===== config.mk =====
export PLATFORM = sky130hd
export DESIGN_NAME = sed_mag
export DESIGN_NICKNAME = d
export VERILOG_FILES = /design/src/sv/sed_pkg.sv /design/src/sv/sed_mag.sv
export SDC_FILE = /design/constraint.sdc
export NUM_CORES = 1
export LEC_CHECK = 0
export BUFFER_PORTS_ARGS = -buffer_cell sky130_fd_sc_hd__buf_2
export CORE_MARGIN = 3
export CORE_UTILIZATION = 60
export DETAILED_ROUTE_END_ITERATION = 8
export MAX_ROUTING_LAYER = met4
export PLACE_DENSITY = 0.79
export SKIP_LAST_GASP = 1
export SYNTH_ARGS = -nofsm -noshare
export SYNTH_HDL_FRONTEND = slang
export SYNTH_SLANG_ARGS = --single-unit

===== constraint.sdc =====
create_clock -name clk -period 7.6 [get_ports clk]
set_input_delay 0.38 -clock clk [delete_from_list [all_inputs] [get_ports clk]]
set_output_delay 0.38 -clock clk [all_outputs]
set_load 0.01 [all_outputs]

===== src/sv/sed_pkg.sv =====
// Shared types and constants for the RGB Sobel edge stream block.
// Used by sed_mag and sobel_edge_rgb_stream; depends on nothing else.
package sed_pkg;

  localparam int CH_W       = 8;   // one color channel
  localparam int PIX_W      = 24;  // red 23..16, green 15..8, blue 7..0
  localparam int FW_W       = 11;  // frame_width register
  localparam int FH_W       = 13;  // frame_height register
  localparam int CFG_DATA_W = 13;  // widest register
  localparam int GRAD_W     = 11;  // signed gradient, magnitude up to 1020
  localparam int SUMSQ_W    = 21;  // gx^2 + gy^2, at most 2080800
  localparam int ODD_W      = 9;   // 2n-1 for n up to 255
  localparam int STEP_W     = 3;   // bit position of the root search

  localparam logic [FW_W-1:0] RESET_FRAME_WIDTH  = 11'd1024;
  localparam logic [FH_W-1:0] RESET_FRAME_HEIGHT = 13'd768;

  typedef enum logic [0:0] {
    CFG_FRAME_WIDTH  = 1'b0,
    CFG_FRAME_HEIGHT = 1'b1
  } cfg_reg_t;

  typedef struct packed {
    logic            func;
    logic [CH_W-1:0] red_in;
    logic [CH_W-1:0] green_in;
    logic [CH_W-1:0] blue_in;
  } in_item_t;

  typedef struct packed {
    logic [CH_W-1:0] red_edge;
    logic [CH_W-1:0] green_edge;
    logic [CH_W-1:0] blue_edge;
    logic            frame_end;
  } out_item_t;

  // One channel of the 3x3 window, row-major, top-left first.
  typedef logic [8:0][CH_W-1:0] win_t;

  typedef enum logic [1:0] {
    T_IDLE,
    T_ADDR,
    T_SHIFT,
    T_CALC
  } top_state_t;

  typedef enum logic [1:0] {
    M_IDLE,
    M_SQ,
    M_ROOT,
    M_DONE
  } mag_state_t;

endpackage


===== src/sv/sed_mag.sv =====
// Sobel magnitude of one color channel over a masked 3x3 window.
// Gradients, squared sum, then an 8-step rounded square root search.
// Depends on sed_pkg.
module sed_mag (
  input  logic                    clk,
  input  logic                    rst_n,
  input  logic                    start,
  input  sed_pkg::win_t           win,
  output logic                    done,
  output logic [sed_pkg::CH_W-1:0] mag
);
  import sed_pkg::*;

  mag_state_t                  state_r, state_nxt;
  logic signed [GRAD_W-1:0]    gx_r, gy_r;
  logic [GRAD_W-1:0]           gx_pos, gx_neg, gy_pos, gy_neg;
  logic signed [2*GRAD_W-1:0]  sq_x, sq_y;
  logic [SUMSQ_W-1:0]          sumsq_r;
  logic [STEP_W-1:0]           step_r;
  logic [CH_W-1:0]             res_r;
  logic [CH_W-1:0]             trial;
  logic [ODD_W-1:0]            odd;
  logic [2*ODD_W-1:0]          odd_sq;
  logic [SUMSQ_W+1:0]          s4;
  logic                        fits;

  always_comb begin
    gx_pos = GRAD_W'(win[2]) + GRAD_W'({win[5], 1'b0}) + GRAD_W'(win[8]);
    gx_neg = GRAD_W'(win[0]) + GRAD_W'({win[3], 1'b0}) + GRAD_W'(win[6]);
    gy_pos = GRAD_W'(win[6]) + GRAD_W'({win[7], 1'b0}) + GRAD_W'(win[8]);
    gy_neg = GRAD_W'(win[0]) + GRAD_W'({win[1], 1'b0}) + GRAD_W'(win[2]);
  end

  assign sq_x = gx_r * gx_r;
  assign sq_y = gy_r * gy_r;

  // Largest n with (2n-1)^2 <= 4s is the rounded root; found MSB first.
  assign trial  = res_r | (CH_W'(1) << step_r);
  assign odd    = {trial, 1'b0} - ODD_W'(1);
  assign odd_sq = odd * odd;
  assign s4     = {sumsq_r, 2'b00};
  assign fits   = (SUMSQ_W+2)'(odd_sq) <= s4;

  always_comb begin
    state_nxt = state_r;
    unique case (state_r)
      M_IDLE:  if (start) state_nxt = M_SQ;
      M_SQ:    state_nxt = M_ROOT;
      M_ROOT:  if (step_r == '0) state_nxt = M_DONE;
      M_DONE:  if (start) state_nxt = M_SQ;
      default: state_nxt = M_IDLE;
    endcase
  end

  always_comb begin
    done = (state_r == M_DONE);
    mag  = res_r;
  end

  always_ff @(posedge clk) begin
    if (!rst_n) begin
      state_r <= M_IDLE;
    end else begin
      state_r <= state_nxt;
    end
  end

  always_ff @(posedge clk) begin
    if (start) begin
      gx_r <= signed'(gx_pos - gx_neg);
      gy_r <= signed'(gy_pos - gy_neg);
    end
    if (state_r == M_SQ) begin
      sumsq_r <= SUMSQ_W'(sq_x) + SUMSQ_W'(sq_y);
      step_r  <= STEP_W'(CH_W - 1);
      res_r   <= '0;
    end else if (state_r == M_ROOT) begin
      if (fits) begin
        res_r <= trial;
      end
      step_r <= step_r - STEP_W'(1);
    end
  end

endmodule

==> metrics.yaml, run 1 <==
routing:
  wl_met2_um: 14600
  dr.max_layer_used: "met4"
  vias_per_cell: 5.18
  vias: 9673
  drtIter0Drc: 327
  wl_met1_um: 11000
  dr.pass1.iters: 4
  wl_met3_um: 1270
  wl_per_cell_um: 14.8
  wl_um: 27600
  drc: 0
  ant_nets: 0
timing:
  max_freq_mhz: 139
  fin_tns_setup_ps: 0
  drv_slew: 0
  fin_ws_ps: 410
  setup_viol: 0
  worst_pin_slew_ps: 1130
  fin_crit_sh: 0.946
  finClkSkew_ps: 9.62
  fin_crit_ps: 7190
  relSlewSlack: 0.244
  finalHoldViolCount: 0
clocking:
  cts_max_level: 2
  ctsLongestPathBuffers: 2
  postCtsHoldBufs: 0
  cts-root-buf: "clkbuf_16"
  clk-insertion-delay-late_ps: 320
  cts_sinks: 56
  cts.clk_slew.worst_paths_ps: 80
  cts_tree: "built"
  cts_made_buffers: 5
synth:
  synth-edff-count: 43
  synth_top_cell_area_share: 0.442
  ys_ff_latch: 56
  synth_warnings: 0
  syn-num-nets: 2035
  synth_top_cell_by_area: "fa_1"
  synth_cell_types: 45
  ys_seq_area_frac: 0.106
  ys_top_cells_by_area: "fa_1 44%, ha_1 14%, inv_1 12%"
  synthArstFlopShare: 0
  synth.avg_cell_area_um2: 9.90
  synthFlopType: "edfxtp_1"
  syn_inst: 1473
  netlist_area_um2: 14600
critical_path:
  cpMaxStageDelayCell: "fa_1"
  worst-r2r-setup-slack_ps: 410
  path_common_cell: "inv_1"
  cp.depth: 29
  crit_fanout: 6
  cp_data_required_time_ps: 7820
  r2r_start: "step_r[0]"
  cp_data_arrival_time_ps: 7400
  critPathLaunchType: "register"
  cp_top_family: "adder cells"
  end_kind: "register"
  path_buf_inv: 6
  max_stage_delay_ps: 550
  critPathKind: "register to register"
  worstReg2RegEnd: "mag[2]"
  rr_worst_depth: 29
  endpoint: "mag[2]"
  startpoint: "step_r[0]"
floorplan:
  io_pins: 84
  dieHeight_um: 162
  core_area_um2: 23700
  initial_utilization: 0.616
  rows: 56
  die_area_um2: 26200
  die_x_um: 162
place:
  hpwl_um: 24000
  placed_cells: 1858
  port_buffers: 75
  gp_congestion: 0.883
  dpl_worst_slack_ps: 139
worst_hold_path:
  min_from: "rst_n"
  min_path_type: "primary input to register"
final_layout:
  final_cells: 1867
  drive_above_1_share: 0.0769
  diodes: 0
  synthToLayoutAreaGrowth_pct: 6.96
  final_nets: 2109
  fill_cells: 1899
status:
  status: "completed"
global_route:
  grt_pass1_wl_um: 48900
  grtUsageTotal: 0.238
  grt.overflow.total: 0
  grt_max_degree: 25
  grt_pass1_vias: 10976
  grt_antenna_before_repair: 0
job:
  cap_violations: 0
area by class of cell:
type | count | area [µm²] | area share
sequential | 56 | 1550 | 0.0995
tap | 319 | 399 | 0.0256
clock inverter | 3 | 27.5 | 0.00177
clock buffer | 5 | 125 | 0.00802
inverter | 450 | 1690 | 0.108
multi-input combinational | 942 | 11300 | 0.725
timing repair buffer | 92 | 503 | 0.0323
cells by family after synthesis:
logic type	Yosys count	share of synthesized area
compound gates	142	0.0626
fa+ha+maj	487	0.584
simple gates	232	0.0761
mux	1	0.000772
flops	56	0.106
xor+xnor	80	0.0481
buf+inv	475	0.122
routing by layer:
layer  up-vias  global-route usage
li1       4512                   -
met1      4895               0.286
met2       213               0.428
met3        53              0.0288
met4         0              0.0617
met5         -                   -
metrics by stage:
stage / area (µm²) / hold slack [ps] / util
finish: 15600 / 284 / 0.658
global route: 15600 / 299 / 0.658
CTS: 15500 / 280 / 0.656
detailed placement: 15400 / 495 / 0.649
global placement: 15400 / 489 / 0.649
floorplan: 14600 / 492 / -
cell usage after synthesis, types with 2 or more instances:
library cell and n:
a211o_1 3, a211oi_1 2, a21o_1 17, a21oi_1 57, a31oi_1 3, a32o_1 6
and2_1 43, and3_1 4, clkbuf_1 25, dfxtp_1 13, edfxtp_1 43, fa_1 322
ha_1 165, inv_1 449, nand2_1 91, nand2b_1 9, nand3_1 3, nand4_1 2
nor2_1 44, nor2b_1 26, nor3_1 3, nor4_1 2, o21a_1 8, o21ai_0 21
o21bai_1 11, o221ai_1 2, o2bb2ai_1 2, or2_2 2, xnor2_1 60, xor2_1 20
worst register-to-register path: cells and delay by family, from the launching register on:
kind | cells | cell delay, ps
xor+xnor | 2 | 290
buf+inv | 6 | 520
simple gates | 1 | 300
flops | 1 | 410
fa+ha+maj | 8 | 3160
compound gates | 12 | 2410
cell usage in the layout, fill, tap and decap left out, types with 26 or more instances in the layout:
cell / synthesis / routed
edfxtp_1: 43 / 43
nor2b_1: 26 / 26
ha_1: 165 / 164
nand2_1: 91 / 91
and2_1: 43 / 43
buf_2: 0 / 75
xnor2_1: 60 / 58
nor2_1: 44 / 43
inv_1: 449 / 448
a21oi_1: 57 / 55
fa_1: 322 / 322
registers in the layout, indices dropped and copies added (netlist names):
register / cells
sumsq_r: 21
mag: 8
state_r: 2
gx_r: 11
gy_r: 11
step_r: 3
what timing repair did:
item / 4_1_cts / 5_1_grt
resized for setup: 0 / 13
setup buffers: 0 / 1
setup endpoints to repair: 0 / 8
worst min-delay path by stage:
stage / to / cells past startpoint
finish: state_r[1] / 2
global route: state_r[0] / 3
CTS: state_r[1] / 2
detailed placement: mag[7] / 1
global placement: mag[7] / 1
floorplan: state_r[0] / 2
Power of run 1 is left out: the tool's default activity adds up to more than one toggle a clock period on the data nets, which glitch-free logic cannot reach.
==> inputs of run 2 (changes only) <==
--- a/config.mk
+++ b/config.mk
@@ -6,8 +6,10 @@
 export NUM_CORES = 1
 export LEC_CHECK = 0
 export BUFFER_PORTS_ARGS = -buffer_cell sky130_fd_sc_hd__buf_2
+export CORE_ASPECT_RATIO = 0.5
 export CORE_MARGIN = 3
 export CORE_UTILIZATION = 60
+export CTS_BUF_LIST = sky130_fd_sc_hd__clkbuf_8 sky130_fd_sc_hd__clkbuf_16
 export DETAILED_ROUTE_END_ITERATION = 8
 export MAX_ROUTING_LAYER = met4
 export PLACE_DENSITY = 0.79
==> run 2 against run 1 <==
Die area is 0.43% higher. Clock skew down 1.1 ps. Fmax grew 0.51%. Flip-flop and latch count is the same. Final area about the same. Sequential share of layout area about the same. Wire length grew 6.0%. Critical path depth grew 1. Final cell count is 0.75% lower. Clock-buffer cell count is the same. Global-route usage increased by 1.2 points. First-iteration DRC count up 56%. Critical endpoint is now mag[5].
==> metrics.yaml, run 2 (synthesized netlist as in run 1, its figures left out) <==
timing:
  worst_pin_slew_ps: 1030
  fin_tns_setup_ps: 0
  max_freq_mhz: 140
  finClkSkew_ps: 8.55
  fin_crit_sh: 0.941
  finalHoldViolCount: 0
  fin_crit_ps: 7150
  setup_viol: 0
  drv_slew: 0
  relSlewSlack: 0.316
final_layout:
  final_common_cell: "inv_1"
  top_regs: "sumsq_r: 21 flops, gx_r: 11 flops, gy_r: 11 flops"
  diodes: 0
  top_register: "sumsq_r"
  final_cell_mix: "448 x inv_1, 322 x fa_1, 164 x ha_1"
  final_nets: 2107
  fill_cells: 1783
  drive_above_1_share: 0.0763
  synthToLayoutAreaGrowth_pct: 6.88
  largest_reg_flops: 21
critical_path:
  path_common_cell: "inv_1"
  rr_worst_depth: 30
  cpMaxStageDelayCell: "fa_1"
  worstReg2RegEnd: "mag[5]"
  critPathKind: "register to register"
  crit_fanout: 6
  cp_data_required_time_ps: 7850
  end_kind: "register"
  worst-r2r-setup-slack_ps: 450
  critPathLaunchType: "register"
  r2r_start: "step_r[1]"
  cp_data_arrival_time_ps: 7410
  max_stage_delay_ps: 580
clocking:
  cts_max_level: 2
  ctsLongestPathBuffers: 2
  cts_made_buffers: 5
  cts_tree: "built"
  cts-root-buf: "clkbuf_16"
  cts.clk_slew.worst_paths_ps: 80
  postCtsHoldBufs: 0
  cts_sinks: 56
  clk-insertion-delay-late_ps: 310
global_route:
  grt_pass1_vias: 11003
  grt_antenna_before_repair: 0
  grt.overflow.total: 0
  grt_pass1_wl_um: 50700
  grtUsageTotal: 0.250
  grt_max_degree: 25
routing:
  drtIter0Drc: 510
  wl_per_cell_um: 15.8
  vias_per_cell: 5.23
  dr.pass1.iters: 5
  drc: 0
  vias: 9689
  wl_um: 29300
  ant_nets: 0
floorplan:
  die_x_um: 226
  io_pins: 84
  die_area_um2: 26300
  rows: 39
  core_area_um2: 23300
  initial_utilization: 0.625
  dieHeight_um: 116
worst_hold_path:
  min_path_type: "primary input to register"
  hold_depth: 2
  holdPathEnd: "state_r[1]"
  min_from: "rst_n"
place:
  port_buffers: 75
  gp_congestion: 0.931
  hpwl_um: 25800
status:
  status: "completed"
job:
  cap_violations: 0
==> run 2: repair_timing <==
action / in CTS / in global routing
gates resized for setup: 1 / 15
pin swaps: 0 / 3
setup endpoints to repair: 8 / 8
setup buffers: 0 / 1
==> run 2: cell type report <==
cell class,instances,area [µm²],share of cell area
clock buffer,5,125,0.00803
clock inverter,3,26.3,0.00169
sequential,56,1550,0.0996
timing repair buffer,90,488,0.0313
multi-input combinational,942,11300,0.726
tap,307,384,0.0247
inverter,450,1690,0.108
==> run 2: routing by layer <==
metal | global-route usage | wire (µm) | vias to the layer above
met5 | - | 0 | -
met4 | 0.0554 | 570 | 0
met3 | 0.0314 | 1210 | 43
met2 | 0.458 | 15600 | 239
met1 | 0.300 | 11900 | 4901
li1 | - | - | 4506
==> run 2: per-stage QoR <==
| step | std cells | instance area (µm²) | utilization | hold slack [ps] | setup WS [ps] |
|---|---|---|---|---|---|
| 6_report | 1853 | 15600 | 0.668 | 291 | 447 |
| 2_1_floorplan | 1473 | 14600 | - | 492 | 715 |
| 4_1_cts | 1852 | 15500 | 0.665 | 290 | 1.45 |
| 3_5_place_dp | 1844 | 15300 | 0.658 | 502 | -72.4 |
| 3_3_place_gp | 1844 | 15300 | 0.658 | 483 | 300 |
| 5_1_grt | 1853 | 15600 | 0.668 | 294 | -4.87 |
==> run 2: worst max path at each step <==
stage              start      to  slack (ps)
3_3_place_gp   step_r[0]  mag[3]         300
5_1_grt        step_r[0]  mag[5]          -5
4_1_cts        step_r[0]  mag[5]           1
6_report       step_r[1]  mag[5]         450
3_5_place_dp   step_r[0]  mag[5]         -70
2_1_floorplan  step_r[0]  mag[2]         710
==> run 2: worst max-delay path, delay by kind of cell, from the launching register on <==
kind	cells	cell delay (ps)
AO/OA/AOI/OAI	9	1790
XOR/XNOR	2	340
adder cells (fa/ha/maj)	8	3290
buffers and inverters	8	620
flip-flops	1	390
AND/OR/NAND/NOR	3	670
Power of run 2 is left out for the same reason.
==> inputs of run 3 (changes only) <==
--- a/config.mk
+++ b/config.mk
@@ -5,6 +5,7 @@
 export SDC_FILE = /design/constraint.sdc
 export NUM_CORES = 1
 export LEC_CHECK = 0
+export ABC_AREA = 1
 export BUFFER_PORTS_ARGS = -buffer_cell sky130_fd_sc_hd__buf_2
 export CORE_ASPECT_RATIO = 0.5
 export CORE_MARGIN = 3
==> run 3 against run 2 <==
Die area up 4.3%. Critical path depth is 7 higher. Final cell count is 16% higher.
==> metrics.yaml, run 3 <==
timing:
  setup_viol: 0
  relSlewSlack: 0.332
  rsz0062_at_grt: "false"
  worst_pin_slew_ps: 1000
  drv_slew: 0
  fin_tns_setup_ps: 0
  finalHoldViolCount: 0
  finClkSkew_ps: 13.9
  max_freq_mhz: 144
  fin_crit_sh: 0.912
  fin_crit_ps: 6930
final_layout:
  final_nets: 2372
  design_area_um2: 16100
  drive_above_1_share: 0.0641
  largest_reg_flops: 21
  final_common_cell: "inv_1"
  top_regs: "sumsq_r: 21 flops, gx_r: 11 flops, gy_r: 11 flops"
  synthToLayoutAreaGrowth_pct: 5.73
  final_cell_mix: "559 x inv_1, 322 x fa_1, 291 x nand2_1"
  diodes: 0
  top_register: "sumsq_r"
floorplan:
  die_x_um: 231
  rows: 40
  die_area_um2: 27400
  dieHeight_um: 119
  io_pins: 84
  initial_utilization: 0.622
  core_area_um2: 24500
global_route:
  grt_util_met1: 0.296
  grt-busiest-layer: "met2"
  grt_max_degree: 25
  grtUsageTotal: 0.239
  grt.overflow.total: 0
  grt_pass1_vias: 11459
  grt_antenna_before_repair: 0
  use_met3: 0.0402
  use_met2: 0.413
  grt_pass1_wl_um: 51400
critical_path:
  cp_data_arrival_time_ps: 7150
  critPathKind: "register to register"
  end_kind: "register"
  cpMaxStageDelayCell: "fa_1"
  max_stage_delay_ps: 560
  critPathLaunchType: "register"
  path_common_cell: "nand2_1"
  cp_data_required_time_ps: 7810
  crit_fanout: 8
synth:
  synth_warnings: 0
  synthFlopType: "edfxtp_1"
  yosys-top-cells-count: "559 x inv_1, 322 x fa_1, 291 x nand2_1"
  synth_top_cell_area_share: 0.423
  ys_seq_area_frac: 0.102
  synth_cell_types: 33
  ys_ff_latch: 56
  synth-edff-count: 43
  ys_top_cells_by_area: "fa_1 42%, inv_1 14%, ha_1 14%"
  synth.avg_cell_area_um2: 8.71
  netlist_area_um2: 15200
  synthArstFlopShare: 0
  syn_inst: 1749
  syn-num-nets: 2311
  synth_most_common_cell: "inv_1"
  synth_top_cell_by_area: "fa_1"
routing:
  vias: 10702
  dr.pass1.iters: 5
  drtIter0Drc: 571
  wl_per_cell_um: 13.5
  vias_per_cell: 4.98
  drc: 0
  ant_nets: 0
  wl_um: 29000
clocking:
  clk-insertion-delay-late_ps: 330
  cts.clk_slew.worst_paths_ps: 80
  cts_max_level: 2
  cts_tree: "built"
  cts_made_buffers: 5
  cts-root-buf: "clkbuf_16"
  cts_sinks: 56
  postCtsHoldBufs: 0
  ctsLongestPathBuffers: 2
  cts_resized: 0
place:
  hpwl_um: 25200
  dpl_cell_area_um2: 15900
  port_buffers: 75
  gp_congestion: 0.908
status:
  status: "completed"
worst_hold_path:
  min_path_type: "primary input to register"
job:
  cap_violations: 0
[run 3: repair_timing]
action                     4_1_cts  5_1_grt
setup buffers                    0        1
hold endpoints to repair         0        0
setup endpoints to repair        0        8
[run 3: critical path, delay by kind of cell, from the launching register on]
family	cells	cell delay [ps]
AOI/OAI and AO/OA	5	910
buffers and inverters	6	530
and+or+nand+nor	18	1710
adders and majority gates	8	3320
DFF	1	380
[run 3: per-layer routing]
metal	vias to the layer above	part of all wire
met1	5245	0.42
met3	44	0.056
met2	223	0.50
met4	0	0.022
met5	-	0
li1	5190	-
[run 3: area by class of cell]
cell class / count / area [µm²]
Multi-Input combinational cell: 1105 / 11500
Fill cell: 1994 / 8380
Inverter: 564 / 2120
Sequential cell: 56 / 1550
Tap cell: 336 / 420
Timing Repair Buffer: 78 / 398
Clock buffer: 5 / 125
Clock inverter: 3 / 26.3
[run 3: final timing paths]
kind / cells past startpoint / to / slack (ps) / from
hold reg to reg: 2 / mag[7] / 480 / mag[7]
hold / removal: 2 / state_r[1] / 320 / rst_n
setup / recovery: 37 / mag[1] / 670 / step_r[0]
setup reg to reg: 37 / mag[1] / 670 / step_r[0]
[run 3: kinds of logic after synthesis]
kind of cell / after synthesis / share of synthesized area
xor gates and xnor gates: 53 / 0.0310
adders and majority gates: 487 / 0.559
DFF: 56 / 0.102
and+or+nand+nor: 451 / 0.121
buffers and inverters: 588 / 0.146
AOI/OAI and AO/OA: 114 / 0.0412
[run 3: per-stage QoR]
step           worst slack (ps)  utilization  hold WS [ps]  instances
5_1_grt                    61.7        0.658           324       2147
6_report                    665        0.658           323       2147
2_1_floorplan              1420            -           470       1749
4_1_cts                     514        0.657           323       2146
3_5_place_dp                553        0.651           460       2138
3_3_place_gp                735        0.651           453       2138
Power of run 3 is left out for the same reason.
